File: config.mk
export PLATFORM = sky130hd
export DESIGN_NAME = fifo_with_aging_timeout
export DESIGN_NICKNAME = d
export VERILOG_FILES = /design/src/rtl/fwat_pkg.sv /design/src/rtl/fwat_ram.sv /design/src/rtl/fwat_dp.sv /design/src/rtl/fwat_ctrl.sv /design/src/rtl/fifo_with_aging_timeout.sv
export SDC_FILE = /design/constraint.sdc
export NUM_CORES = 1
export LEC_CHECK = 0
export ABC_AREA = 1
export BUFFER_PORTS_ARGS = -buffer_cell sky130_fd_sc_hd__buf_2
export CAP_MARGIN = 20
export CORE_UTILIZATION = 35
export CTS_BUF_LIST = sky130_fd_sc_hd__clkbuf_4 sky130_fd_sc_hd__clkbuf_8
export CTS_CLUSTER_SIZE = 12
export DETAILED_ROUTE_END_ITERATION = 12
export HOLD_SLACK_MARGIN = 0.02
export PLACE_DENSITY_LB_ADDON = 0.08
export SETUP_SLACK_MARGIN = 0.3
export SLEW_MARGIN = 20
export SYNTH_ARGS = -nofsm -noshare
export SYNTH_HDL_FRONTEND = slang
export SYNTH_SLANG_ARGS = --single-unit
File: constraint.sdc
create_clock -name i_clk -period 10.9 [get_ports i_clk]
set_input_delay 2.18 -clock i_clk [delete_from_list [all_inputs] [get_ports i_clk]]
set_output_delay 2.18 -clock i_clk [all_outputs]
set_load 0.01 [all_outputs]
File: src/rtl/fwat_pkg.sv
package fwat_pkg;

    // queue geometry
    localparam int DEPTH = 16;
    localparam int PTR_W = (DEPTH > 1) ? $clog2(DEPTH) : 1;
    localparam int CNT_W = $clog2(DEPTH + 1);
    localparam int SUM_W = CNT_W + 1;
    localparam int OCC_W = 5;

    localparam logic [7:0] TIMEOUT_RESET = 8'd21;

    // one queued record, task id in the lowest bits
    typedef struct packed {
        logic [7:0]  wait_cnt;
        logic [15:0] remaining;
        logic [2:0]  prio;
        logic [15:0] task_id;
    } t_rec;

    localparam int REC_W      = $bits(t_rec);
    localparam int IN_DATA_W  = 48;
    localparam int OUT_DATA_W = 56;
    localparam int OUT_PAD_W  = OUT_DATA_W - REC_W - OCC_W - 1;

    typedef enum logic [1:0] {
        CMD_PUSH = 2'd0,
        CMD_POP  = 2'd1,
        CMD_TICK = 2'd2,
        CMD_NONE = 2'd3
    } t_cmd;

    typedef enum logic [2:0] {
        KIND_POPPED    = 3'd0,
        KIND_POP_EMPTY = 3'd1,
        KIND_TIMEOUT   = 3'd2,
        KIND_PUSH_OK   = 3'd3,
        KIND_PUSH_FULL = 3'd4,
        KIND_TICK_DONE = 3'd5
    } t_kind;

    typedef enum logic [1:0] {
        ST_IDLE,
        ST_POP,
        ST_TICK,
        ST_TDONE
    } t_state;

    // controller to datapath
    typedef struct packed {
        logic  push_wr;
        logic  pop_rd;
        logic  pop_done;
        logic  tick_start;
        logic  tick_step;
        logic  out_load;
        t_kind out_kind;
    } t_dp_cmd;

    // datapath to controller
    typedef struct packed {
        logic out_free;
        logic count_zero;
        logic full;
        logic evict;
        logic tick_end;
    } t_dp_stat;

    // circular pointer plus offset, offset at most DEPTH
    function automatic logic [PTR_W-1:0] wrap_add(input logic [PTR_W-1:0] base,
                                                  input logic [CNT_W-1:0] off);
        logic [SUM_W-1:0] sum;
        sum = SUM_W'(base) + SUM_W'(off);
        if (sum >= SUM_W'(DEPTH)) begin
            sum = sum - SUM_W'(DEPTH);
        end
        return sum[PTR_W-1:0];
    endfunction

    // occupancy masked to its result field
    function automatic logic [OCC_W-1:0] occ_field(input logic [CNT_W-1:0] cnt);
        logic [CNT_W+OCC_W-1:0] ext;
        ext = {{OCC_W{1'b0}}, cnt};
        return ext[OCC_W-1:0];
    endfunction

endpackage

File: src/rtl/fwat_ram.sv
module fwat_ram #(
    parameter int WIDTH = 8,
    parameter int DEPTH = 16,
    localparam int AW = (DEPTH > 1) ? $clog2(DEPTH) : 1
) (
    input  logic             i_clk,
    input  logic             i_wr_en,
    input  logic [AW-1:0]    i_wr_addr,
    input  logic [WIDTH-1:0] i_wr_data,
    input  logic             i_rd_en,
    input  logic [AW-1:0]    i_rd_addr,
    output logic [WIDTH-1:0] o_rd_data
);

    logic [WIDTH-1:0] r_mem [DEPTH];
    logic [WIDTH-1:0] r_rd_data;

    // one write port, one registered read port
    always_ff @(posedge i_clk) begin
        if (i_wr_en) begin
            r_mem[i_wr_addr] <= i_wr_data;
        end
        if (i_rd_en) begin
            r_rd_data <= r_mem[i_rd_addr];
        end
    end

    assign o_rd_data = r_rd_data;

endmodule

File: src/rtl/fwat_dp.sv
module fwat_dp
    import fwat_pkg::*;
(
    input  logic             i_clk,
    input  logic             i_rst_n,
    input  t_dp_cmd          i_cmd,
    output t_dp_stat         o_stat,
    input  t_rec             i_in_rec,
    input  logic             i_cfg_valid,
    input  logic [7:0]       i_cfg_data,
    input  logic             i_out_ready,
    output logic             o_out_valid,
    output t_kind            o_out_kind,
    output t_rec             o_out_rec,
    output logic [OCC_W-1:0] o_out_occ,
    output logic             o_out_empty,
    output logic             o_out_last
);

    logic [7:0]       r_limit, n_limit;
    logic [PTR_W-1:0] r_head, n_head;
    logic [CNT_W-1:0] r_count, n_count;
    logic [CNT_W-1:0] r_rd, n_rd;
    logic [CNT_W-1:0] r_wr, n_wr;
    logic [CNT_W-1:0] r_held, n_held;

    logic             r_out_valid, n_out_valid;
    t_kind            r_out_kind, n_out_kind;
    t_rec             r_out_rec, n_out_rec;
    logic [OCC_W-1:0] r_out_occ, n_out_occ;
    logic             r_out_empty, n_out_empty;
    logic             r_out_last, n_out_last;

    logic             w_wr_en;
    logic [PTR_W-1:0] w_wr_addr;
    t_rec             w_wr_data;
    logic             w_rd_en;
    logic [PTR_W-1:0] w_rd_addr;
    logic [REC_W-1:0] w_rd_raw;
    t_rec             w_rd_rec;
    t_rec             w_aged_rec;
    logic             w_evict;
    logic             w_out_free;

    // record store, circular from r_head
    fwat_ram #(
        .WIDTH (REC_W),
        .DEPTH (DEPTH)
    ) u_ram (
        .i_clk     (i_clk),
        .i_wr_en   (w_wr_en),
        .i_wr_addr (w_wr_addr),
        .i_wr_data (w_wr_data),
        .i_rd_en   (w_rd_en),
        .i_rd_addr (w_rd_addr),
        .o_rd_data (w_rd_raw)
    );

    assign w_rd_rec = w_rd_raw;

    // aging with saturation and timeout compare
    always_comb begin
        w_aged_rec = w_rd_rec;
        if (w_rd_rec.wait_cnt != 8'hFF) begin
            w_aged_rec.wait_cnt = w_rd_rec.wait_cnt + 8'd1;
        end
    end

    assign w_evict    = (w_aged_rec.wait_cnt >= r_limit);
    assign w_out_free = !r_out_valid || i_out_ready;

    // memory ports
    always_comb begin
        w_wr_en   = i_cmd.push_wr || (i_cmd.tick_step && !w_evict);
        w_wr_addr = i_cmd.push_wr ? wrap_add(r_head, r_count) : wrap_add(r_head, r_wr);
        w_wr_data = i_cmd.push_wr ? i_in_rec : w_aged_rec;
        w_rd_en   = i_cmd.pop_rd || i_cmd.tick_start || i_cmd.tick_step;
        w_rd_addr = i_cmd.tick_step ? wrap_add(r_head, r_rd + CNT_W'(1)) : r_head;
    end

    // pointers, counters and limit register
    always_comb begin
        n_limit = r_limit;
        n_head  = r_head;
        n_count = r_count;
        n_rd    = r_rd;
        n_wr    = r_wr;
        n_held  = r_held;
        if (i_cfg_valid) begin
            n_limit = i_cfg_data;
        end
        if (i_cmd.push_wr) begin
            n_count = r_count + CNT_W'(1);
        end
        if (i_cmd.pop_done) begin
            n_count = r_count - CNT_W'(1);
            n_head  = wrap_add(r_head, CNT_W'(1));
        end
        if (i_cmd.tick_start) begin
            n_rd   = '0;
            n_wr   = '0;
            n_held = r_count;
        end
        if (i_cmd.tick_step) begin
            n_rd = r_rd + CNT_W'(1);
            if (w_evict) begin
                n_count = r_count - CNT_W'(1);
            end else begin
                n_wr = r_wr + CNT_W'(1);
            end
        end
    end

    // output word register
    always_comb begin
        n_out_valid = r_out_valid;
        n_out_kind  = r_out_kind;
        n_out_rec   = r_out_rec;
        n_out_occ   = r_out_occ;
        n_out_empty = r_out_empty;
        n_out_last  = r_out_last;
        if (i_cmd.out_load) begin
            n_out_valid = 1'b1;
            n_out_kind  = i_cmd.out_kind;
            n_out_occ   = occ_field(n_count);
            n_out_empty = (n_count == '0);
            n_out_last  = (i_cmd.out_kind != KIND_TIMEOUT);
            unique case (i_cmd.out_kind)
                KIND_POPPED:  n_out_rec = w_rd_rec;
                KIND_TIMEOUT: n_out_rec = w_aged_rec;
                default:      n_out_rec = '0;
            endcase
        end else if (i_out_ready) begin
            n_out_valid = 1'b0;
        end
    end

    always_ff @(posedge i_clk) begin
        if (!i_rst_n) begin
            r_limit     <= TIMEOUT_RESET;
            r_head      <= '0;
            r_count     <= '0;
            r_rd        <= '0;
            r_wr        <= '0;
            r_held      <= '0;
            r_out_valid <= 1'b0;
        end else begin
            r_limit     <= n_limit;
            r_head      <= n_head;
            r_count     <= n_count;
            r_rd        <= n_rd;
            r_wr        <= n_wr;
            r_held      <= n_held;
            r_out_valid <= n_out_valid;
        end
    end

    always_ff @(posedge i_clk) begin
        r_out_kind  <= n_out_kind;
        r_out_rec   <= n_out_rec;
        r_out_occ   <= n_out_occ;
        r_out_empty <= n_out_empty;
        r_out_last  <= n_out_last;
    end

    // status to controller
    always_comb begin
        o_stat.out_free   = w_out_free;
        o_stat.count_zero = (r_count == '0);
        o_stat.full       = (r_count == CNT_W'(DEPTH));
        o_stat.evict      = w_evict;
        o_stat.tick_end   = ((r_rd + CNT_W'(1)) == r_held);
    end

    assign o_out_valid = r_out_valid;
    assign o_out_kind  = r_out_kind;
    assign o_out_rec   = r_out_rec;
    assign o_out_occ   = r_out_occ;
    assign o_out_empty = r_out_empty;
    assign o_out_last  = r_out_last;

endmodule

File: src/rtl/fwat_ctrl.sv
module fwat_ctrl
    import fwat_pkg::*;
(
    input  logic     i_clk,
    input  logic     i_rst_n,
    input  logic     i_in_valid,
    input  t_cmd     i_in_cmd,
    output logic     o_in_ready,
    input  t_dp_stat i_stat,
    output t_dp_cmd  o_cmd
);

    t_state r_state, n_state;
    logic   w_accept;
    logic   w_advance;

    assign o_in_ready = (r_state == ST_IDLE) && i_stat.out_free;
    assign w_accept   = i_in_valid && o_in_ready;
    // a surviving entry never waits on the output side
    assign w_advance  = !i_stat.evict || i_stat.out_free;

    // next state
    always_comb begin
        n_state = r_state;
        unique case (r_state)
            ST_IDLE: begin
                if (w_accept && i_in_cmd == CMD_POP && !i_stat.count_zero) begin
                    n_state = ST_POP;
                end else if (w_accept && i_in_cmd == CMD_TICK) begin
                    n_state = i_stat.count_zero ? ST_TDONE : ST_TICK;
                end
            end
            ST_POP: begin
                if (i_stat.out_free) begin
                    n_state = ST_IDLE;
                end
            end
            ST_TICK: begin
                if (w_advance && i_stat.tick_end) begin
                    n_state = ST_TDONE;
                end
            end
            ST_TDONE: begin
                if (i_stat.out_free) begin
                    n_state = ST_IDLE;
                end
            end
            default: n_state = ST_IDLE;
        endcase
    end

    // datapath commands
    always_comb begin
        o_cmd = '0;
        unique case (r_state)
            ST_IDLE: begin
                if (w_accept) begin
                    unique case (i_in_cmd)
                        CMD_PUSH: begin
                            o_cmd.out_load = 1'b1;
                            if (i_stat.full) begin
                                o_cmd.out_kind = KIND_PUSH_FULL;
                            end else begin
                                o_cmd.push_wr  = 1'b1;
                                o_cmd.out_kind = KIND_PUSH_OK;
                            end
                        end
                        CMD_POP: begin
                            if (i_stat.count_zero) begin
                                o_cmd.out_load = 1'b1;
                                o_cmd.out_kind = KIND_POP_EMPTY;
                            end else begin
                                o_cmd.pop_rd = 1'b1;
                            end
                        end
                        CMD_TICK: o_cmd.tick_start = 1'b1;
                        CMD_NONE: o_cmd = '0;
                        default:  o_cmd = '0;
                    endcase
                end
            end
            ST_POP: begin
                if (i_stat.out_free) begin
                    o_cmd.pop_done = 1'b1;
                    o_cmd.out_load = 1'b1;
                    o_cmd.out_kind = KIND_POPPED;
                end
            end
            ST_TICK: begin
                if (w_advance) begin
                    o_cmd.tick_step = 1'b1;
                    if (i_stat.evict) begin
                        o_cmd.out_load = 1'b1;
                        o_cmd.out_kind = KIND_TIMEOUT;
                    end
                end
            end
            ST_TDONE: begin
                if (i_stat.out_free) begin
                    o_cmd.out_load = 1'b1;
                    o_cmd.out_kind = KIND_TICK_DONE;
                end
            end
            default: o_cmd = '0;
        endcase
    end

    always_ff @(posedge i_clk) begin
        if (!i_rst_n) begin
            r_state <= ST_IDLE;
        end else begin
            r_state <= n_state;
        end
    end

endmodule

File: src/rtl/fifo_with_aging_timeout.sv
// push and pop-on-empty results are loaded into the output register as the word is taken;
// a pop result passes the store read register, then the output register
// tick: a read-ahead of the head entry, then each held entry in turn on the store port, then the done word;
// a tick step waits only while a timeout word cannot be loaded into the output register
// the next word is taken once the controller is back idle and the output register can load
// reset (synchronous, active low) empties the queue, sets timeout_limit to 21, drops output valid
module fifo_with_aging_timeout
    import fwat_pkg::*;
(
    input  logic                  i_clk,
    input  logic                  i_rst_n,
    // input words
    input  logic                  i_s_axis_tvalid,
    output logic                  o_s_axis_tready,
    // task_id[15:0], priority_req[18:16], remaining_time[34:19], initial_wait[42:35], zero pad
    input  logic [IN_DATA_W-1:0]  i_s_axis_tdata,
    // cmd[1:0]
    input  logic [1:0]            i_s_axis_tuser,
    // result words
    output logic                  o_m_axis_tvalid,
    input  logic                  i_m_axis_tready,
    // out_task_id[15:0], out_priority[18:16], out_remaining[34:19], out_wait[42:35],
    // occupancy[47:43], is_empty[48], zero pad
    output logic [OUT_DATA_W-1:0] o_m_axis_tdata,
    // kind[2:0]
    output logic [2:0]            o_m_axis_tuser,
    output logic                  o_m_axis_tlast,
    // timeout_limit write channel
    input  logic                  i_cfg_valid,
    output logic                  o_cfg_ready,
    input  logic [7:0]            i_cfg_data
);

    t_dp_cmd          w_cmd;
    t_dp_stat         w_stat;
    t_rec             w_in_rec;
    t_rec             w_out_rec;
    t_kind            w_out_kind;
    logic [OCC_W-1:0] w_out_occ;
    logic             w_out_empty;

    // unpack the pushed record
    assign w_in_rec = i_s_axis_tdata[REC_W-1:0];

    fwat_ctrl u_ctrl (
        .i_clk      (i_clk),
        .i_rst_n    (i_rst_n),
        .i_in_valid (i_s_axis_tvalid),
        .i_in_cmd   (t_cmd'(i_s_axis_tuser)),
        .o_in_ready (o_s_axis_tready),
        .i_stat     (w_stat),
        .o_cmd      (w_cmd)
    );

    fwat_dp u_dp (
        .i_clk       (i_clk),
        .i_rst_n     (i_rst_n),
        .i_cmd       (w_cmd),
        .o_stat      (w_stat),
        .i_in_rec    (w_in_rec),
        .i_cfg_valid (i_cfg_valid),
        .i_cfg_data  (i_cfg_data),
        .i_out_ready (i_m_axis_tready),
        .o_out_valid (o_m_axis_tvalid),
        .o_out_kind  (w_out_kind),
        .o_out_rec   (w_out_rec),
        .o_out_occ   (w_out_occ),
        .o_out_empty (w_out_empty),
        .o_out_last  (o_m_axis_tlast)
    );

    // register writes are always taken
    assign o_cfg_ready = 1'b1;

    // pack the result word
    assign o_m_axis_tdata = {{OUT_PAD_W{1'b0}}, w_out_empty, w_out_occ, w_out_rec};
    assign o_m_axis_tuser = w_out_kind;

endmodule

# Word level (Yosys, flattened, before mapping)
# Memory sizes are Yosys's and may differ from the RTL's. A register that Yosys moved wholly into a read port is not among the register bits.
# Cells that the tools add are included.
# word_totals
reg_bits	88
mem_bits_rw	688
in_bits	63
word_cells	119
n_memories	1
# memory_table
memory	depth	word_bits	read_ports	rd_ports_with_merged_regs	write_ports	line	source
u_dp.u_ram.r_mem	16	43	1	1	1	fwat_ram.sv:15	logic [WIDTH-1:0] r_mem [DEPTH];
# op_classes
n_addsub	13
order_cmp	5
n_eq_ne	13
n_mux	47
reduce_logical	24
# ops
operator	n
$pmux W43 S2	1
$mux W5	10
$mux W43	1
$mux W4	10
$add A4 B5 Y6	3
$ge A6 B5 Y1 const B	3
$pmux W4 S4	1
$sub A4 B1 Y4 const B	4
$add A5 B1 Y5 const B	3
$mux W1	12
$logic_not A5 Y1	2
$mux W2	5
$mux W9	1
$add A8 B1 Y8 const B	1
$ge A8 B8 Y1	1
$mux W8	1
$ne A8 B8 Y1 const B	1
$pmux W4 S2	1
$logic_and A1 B1 Y1	7
$eq A2 B2 Y1 const B	3
$pmux W2 S3	1
$add A4 B1 Y5 const B	1
$eq A5 B5 Y1	1
$eq A5 B5 Y1 const B	1
other kinds (16)	27

# Depth between registers and ports, before layout
# depth
word_depth	11
depth_mapped	25
depth_no_buf	22

# Hierarchy
# Synthesis repeated with hierarchy kept, for this count alone.
# unflattened
hier_cells	3474
area_unflattened_um2	35724.3
# modules_own_cells
module	n_inst	cells_each	area_per_inst_um2
fwat_ram	1	2838	30695.7
fwat_dp	1	570	4659.5
fwat_ctrl	1	55	294.0
fifo_with_aging_timeout	1	11	75.1

# Worst setup path before layout
# Ideal clock, no wire load.
# synth_path
path_type	input-to-reg
from	input i_m_axis_tready
to	register u_dp.r_out_empty (netlist: u_dp.o_out_empty), enable pin
setup_time_ns	0.650
arrival_time_ns	8.907
path_slack_ns	1.343
cell_stages	4
n_path_buf	0
path_cell_list	nor2_1 nor2_1 nand2_1 o311ai_0
# synth_lines
element	line	source
from (decl)	fifo_with_aging_timeout.sv:21	input logic i_m_axis_tready,
to (signal assigned)	fwat_dp.sv:162	r_out_empty <= n_out_empty;
to (decl)	fwat_dp.sv:31	logic r_out_empty, n_out_empty;

# Worst setup path in the final report
# layout_path
from	input i_m_axis_tready
to	memory u_dp.u_ram.r_mem[1][26] in the netlist's numbering, enable pin
# layout_via
elab_chain_cells	8
elab_cells_between_ends	13
# layout_lines
element	line	source
$logic_or A1 B1 Y1 (*)	fwat_dp.sv:70	assign w_out_free = !r_out_valid || i_out_ready;
$logic_or A1 B1 Y1 / $logic_and A1 B1 Y1 (equally long branches)	fwat_ctrl.sv:20, fwat_ctrl.sv:17	
$mux W5 / $logic_and A1 B1 Y1 (equally long branches)	fwat_ctrl.sv:90, fwat_ctrl.sv:18	
$pmux W1 S2 / $mux W9 (equally long branches)	fwat_ctrl.sv:55, fwat_ctrl.sv:57	
$logic_and A1 B1 Y1 / $mux W2 (equally long branches)	fwat_dp.sv:74, fwat_ctrl.sv:55	
$logic_or A1 B1 Y1	fwat_dp.sv:74	w_wr_en = i_cmd.push_wr || (i_cmd.tick_step && !w_evict);
$mux W1	fwat_ram.sv:20	if (i_wr_en) begin
$mux W1 (not written as such)	fwat_ram.sv:21	r_mem[i_wr_addr] <= i_wr_data;
to (decl)	fwat_ram.sv:15	
# Mark *: on every way between the ends. The rest lies on a longest branch, timed or not.

==> out/metrics.cfg <==
[clocking]
cts_sinks=818
clk_pin_slew_ns=0.06
cts_tree=built
clock_latency_ns=0.81
root_buffer=clkbuf_8
postCtsSetupRepairBufs=0
clk_path_buf_depth=3
cts_resized=0
cts_hold_buffers=0
numCtsBuffers=148
htree_num_levels=4

[timing]
timing.final.max_slew_violations=0
tightestPinTransition_ns=1.16
rsz0062_at_grt=false
finalCritPeriodShare_pct=56.6
max_freq_ghz=0.162
hold_viol_final=0
fin_ws_ns=4.73
fin_setup_tns_ns=0
fin_skew_ns=0.0376
maxSlewHeadroom_pct=23.0
layout_min_cycle_time_ns=6.17
setup_viol=0

[route]
vias=24507
wl_um=105000
ant_nets=0
viasPerCell=4.83
wl_per_cell_um=20.6
remaining_drc_errors=0
drt-initial-drc-count=1704
dr.pass1.iters=5

[logic_synthesis]
yosysUniqueCellTypes=40
yosys-top-cells-area=edfxtp_1 (65%), nand3_1 (9.8%), inv_1 (6.9%)
synth.avg_cell_area_um2=10.6
synth_area_um2=36200
synth_area_leader_cell=edfxtp_1
yosysWarnings=0
yosysSeqAreaShare_pct=66.9
ys_ff_latch=818
netlist_instances=3427
netlist.area_leader.share_pct=65.0

[job]
maxCapViolations=0

[critical_path]
cp-start-kind=input pin
cp.required_ns=11.34
crit_arrival_ns=6.61
critPathMaxFanout=23
crit_slowest_cell=nor2_4
crit_chain=buf_2 > nor2_1 > nor2_1 > nand4_1 > nor2_1 > a21oi_1 > inv_1 > ha_1 > nand3_1 > nand2_1 > xnor2_1 > inv_1 > xor2_1 > inv_1 > nand2_1 > nor2_4 > buf_4
slowest_delay_ns=0.89
crit_path_end_kind=flop
path_class=in2reg

[power]
power.switching_mw=4.98
pwr_density_cell_nw_per_um2=296
ir_worst_vdd_mv=0.226
p_seq_share_pct=36.9
comb_power_share_pct=39.8
p_leak_nw=17.1
power_frac_clock_pct=23.3
intPower_mw=7.32
switching_share_pct=40.5

[floorplan]
io_pins=126
die_y_um=324
row_count=117
initial_utilization_pct=35.4
core_area_um2=102000
dieArea_um2=105000
dieWidth_um=324

[cells_and_area]
fill_cells=9940
area_growth_pct=14.6
final_cell_mix=edfxtp_1 (784), nand3_1 (709), inv_1 (663)
num-nets-final=3676
drive_above_1_share_pct=12.4
final_common_cell=edfxtp_1

[global_route]
grt_pass1_wl_um=156000
grt_max_degree=170
grt_usage_pct=20.3
busiest_layer=met2
grt.overflow.total=0
first_global_vias=24228
antenna_found_initial=1
grt.met3_usage_pct=3.09
grt_use_met2_pct=34.7
use_met1_pct=26.5

[placement]
io_buffers=112
hpwl_um=52500
gp_congestion=0.776
post-place-ws_ns=3.73

[outcome]
outcome=completed

[min_path]
hold_path_class=reg2reg

## through the flow
stage / instances / power [mW] / hold slack (ns) / instance area [um2] / util (%)
6_report: 5078 / 12.3 / 0.472 / 41500 / 40.6
5_1_grt: 5078 / 13.1 / 0.506 / 41500 / 40.6
4_1_cts: 5074 / 12.5 / 0.475 / 41400 / 40.5
3_5_place_dp: 4808 / 9.56 / 0.465 / 38500 / 37.7
3_3_place_gp: 4802 / 9.47 / 0.462 / 38400 / 37.6
2_1_floorplan: 3433 / 7.77 / 0.435 / 36200 / -
## cells by family (layout without fill, tap and decap cells)
logic type	after synthesis	in the layout	synth area share, %
AOI/OAI and AO/OA	119	119	1.76
xor gates and xnor gates	20	20	0.505
adders and majority gates	22	22	0.802
buffers and inverters	857	1131	9.46
DFF	818	818	66.9
other	2	11	0.0207
and+or+nand+nor	1589	1589	20.5
## cell type report
| cell class | count | area [um2] | share of cell area, % |
|---|---|---|---|
| clock buffers | 194 | 2400 | 5.79 |
| clock inverters | 72 | 498 | 1.20 |
| multi-input cells | 1758 | 8810 | 21.2 |
| inverters | 669 | 2520 | 6.07 |
| flip-flops and latches | 818 | 24200 | 58.4 |
| repair buffers | 196 | 1310 | 3.16 |
| well taps | 1368 | 1710 | 4.13 |
| diodes | 3 | 7.51 | 0.0181 |
## layer usage
metal,wire (um),vias up
li1,-,11699
met1,46700,12056
met2,51400,593
met3,4560,159
met4,2080,0
met5,0,-
## power groups by stage
stage	Sequential, mW	Clock [mW]	Combinational [mW]
final	4.54	2.87	4.89
after global routing	4.57	3.09	5.46
after CTS	4.54	2.96	4.98
after detailed placement	4.60	0	4.96
after global placement	4.59	0	4.87
after floorplan	4.69	0	3.08
## worst paths after layout
| check | startpoint | end | slack (ns) | cells past startpoint |
|---|---|---|---|---|
| hold / removal | u_dp.r_limit[6]$_SDFFE_PN0P_ | u_dp.r_limit[6]$_SDFFE_PN0P_ | 0.47 | 2 |
| setup / recovery | i_m_axis_tready | u_dp.u_ram.r_mem[1][26]$_DFFE_PP_ | 4.73 | 17 |
| setup reg to reg | u_dp.u_ram.o_rd_data[38]$_DFFE_PP_ | u_dp.u_ram.o_rd_data[8]$_DFFE_PP_ | 4.97 | 21 |
| hold reg to reg | u_dp.r_limit[6]$_SDFFE_PN0P_ | u_dp.r_limit[6]$_SDFFE_PN0P_ | 0.47 | 2 |
## cell usage after synthesis, drive strengths merged
master  instances
a21boi          1
a21o            2
a21oi          31
a22oi           2
a311oi          2
a31oi           1
buf           139
clkbuf         49
conb            2
dfxtp          34
edfxtp        784
fa              2
ha             20
inv           669
nand2         648
nand3         713
nand3b        130
nand4           5
nor2           84
nor3            6
nor4            1
o21ai          72
o22ai           7
o311ai          1
or2             2
xnor2           5
xor2           15
## flip-flops by register name (all words and copies together), names as in the netlist
name,flops
u_ctrl.r_state,2
u_dp.o_out_empty,1
u_dp.o_out_kind,3
u_dp.o_out_last,1
u_dp.o_out_occ,5
u_dp.o_out_rec,43
u_dp.o_out_valid,1
u_dp.r_count,5
u_dp.r_head,4
u_dp.r_held,5
u_dp.r_limit,8
u_dp.r_rd,5
u_dp.r_wr,4
u_dp.u_ram.o_rd_data,43
u_dp.u_ram.r_mem,688
## critical path, delay by kind of cell
family,cells,cell delay [ns]
xor+xnor,2,0.33
buf+inv,5,0.92
simple gates,8,2.58
fa+ha+maj,1,0.27
compound gates,1,0.29
Power figures use the tool's default switching activity.
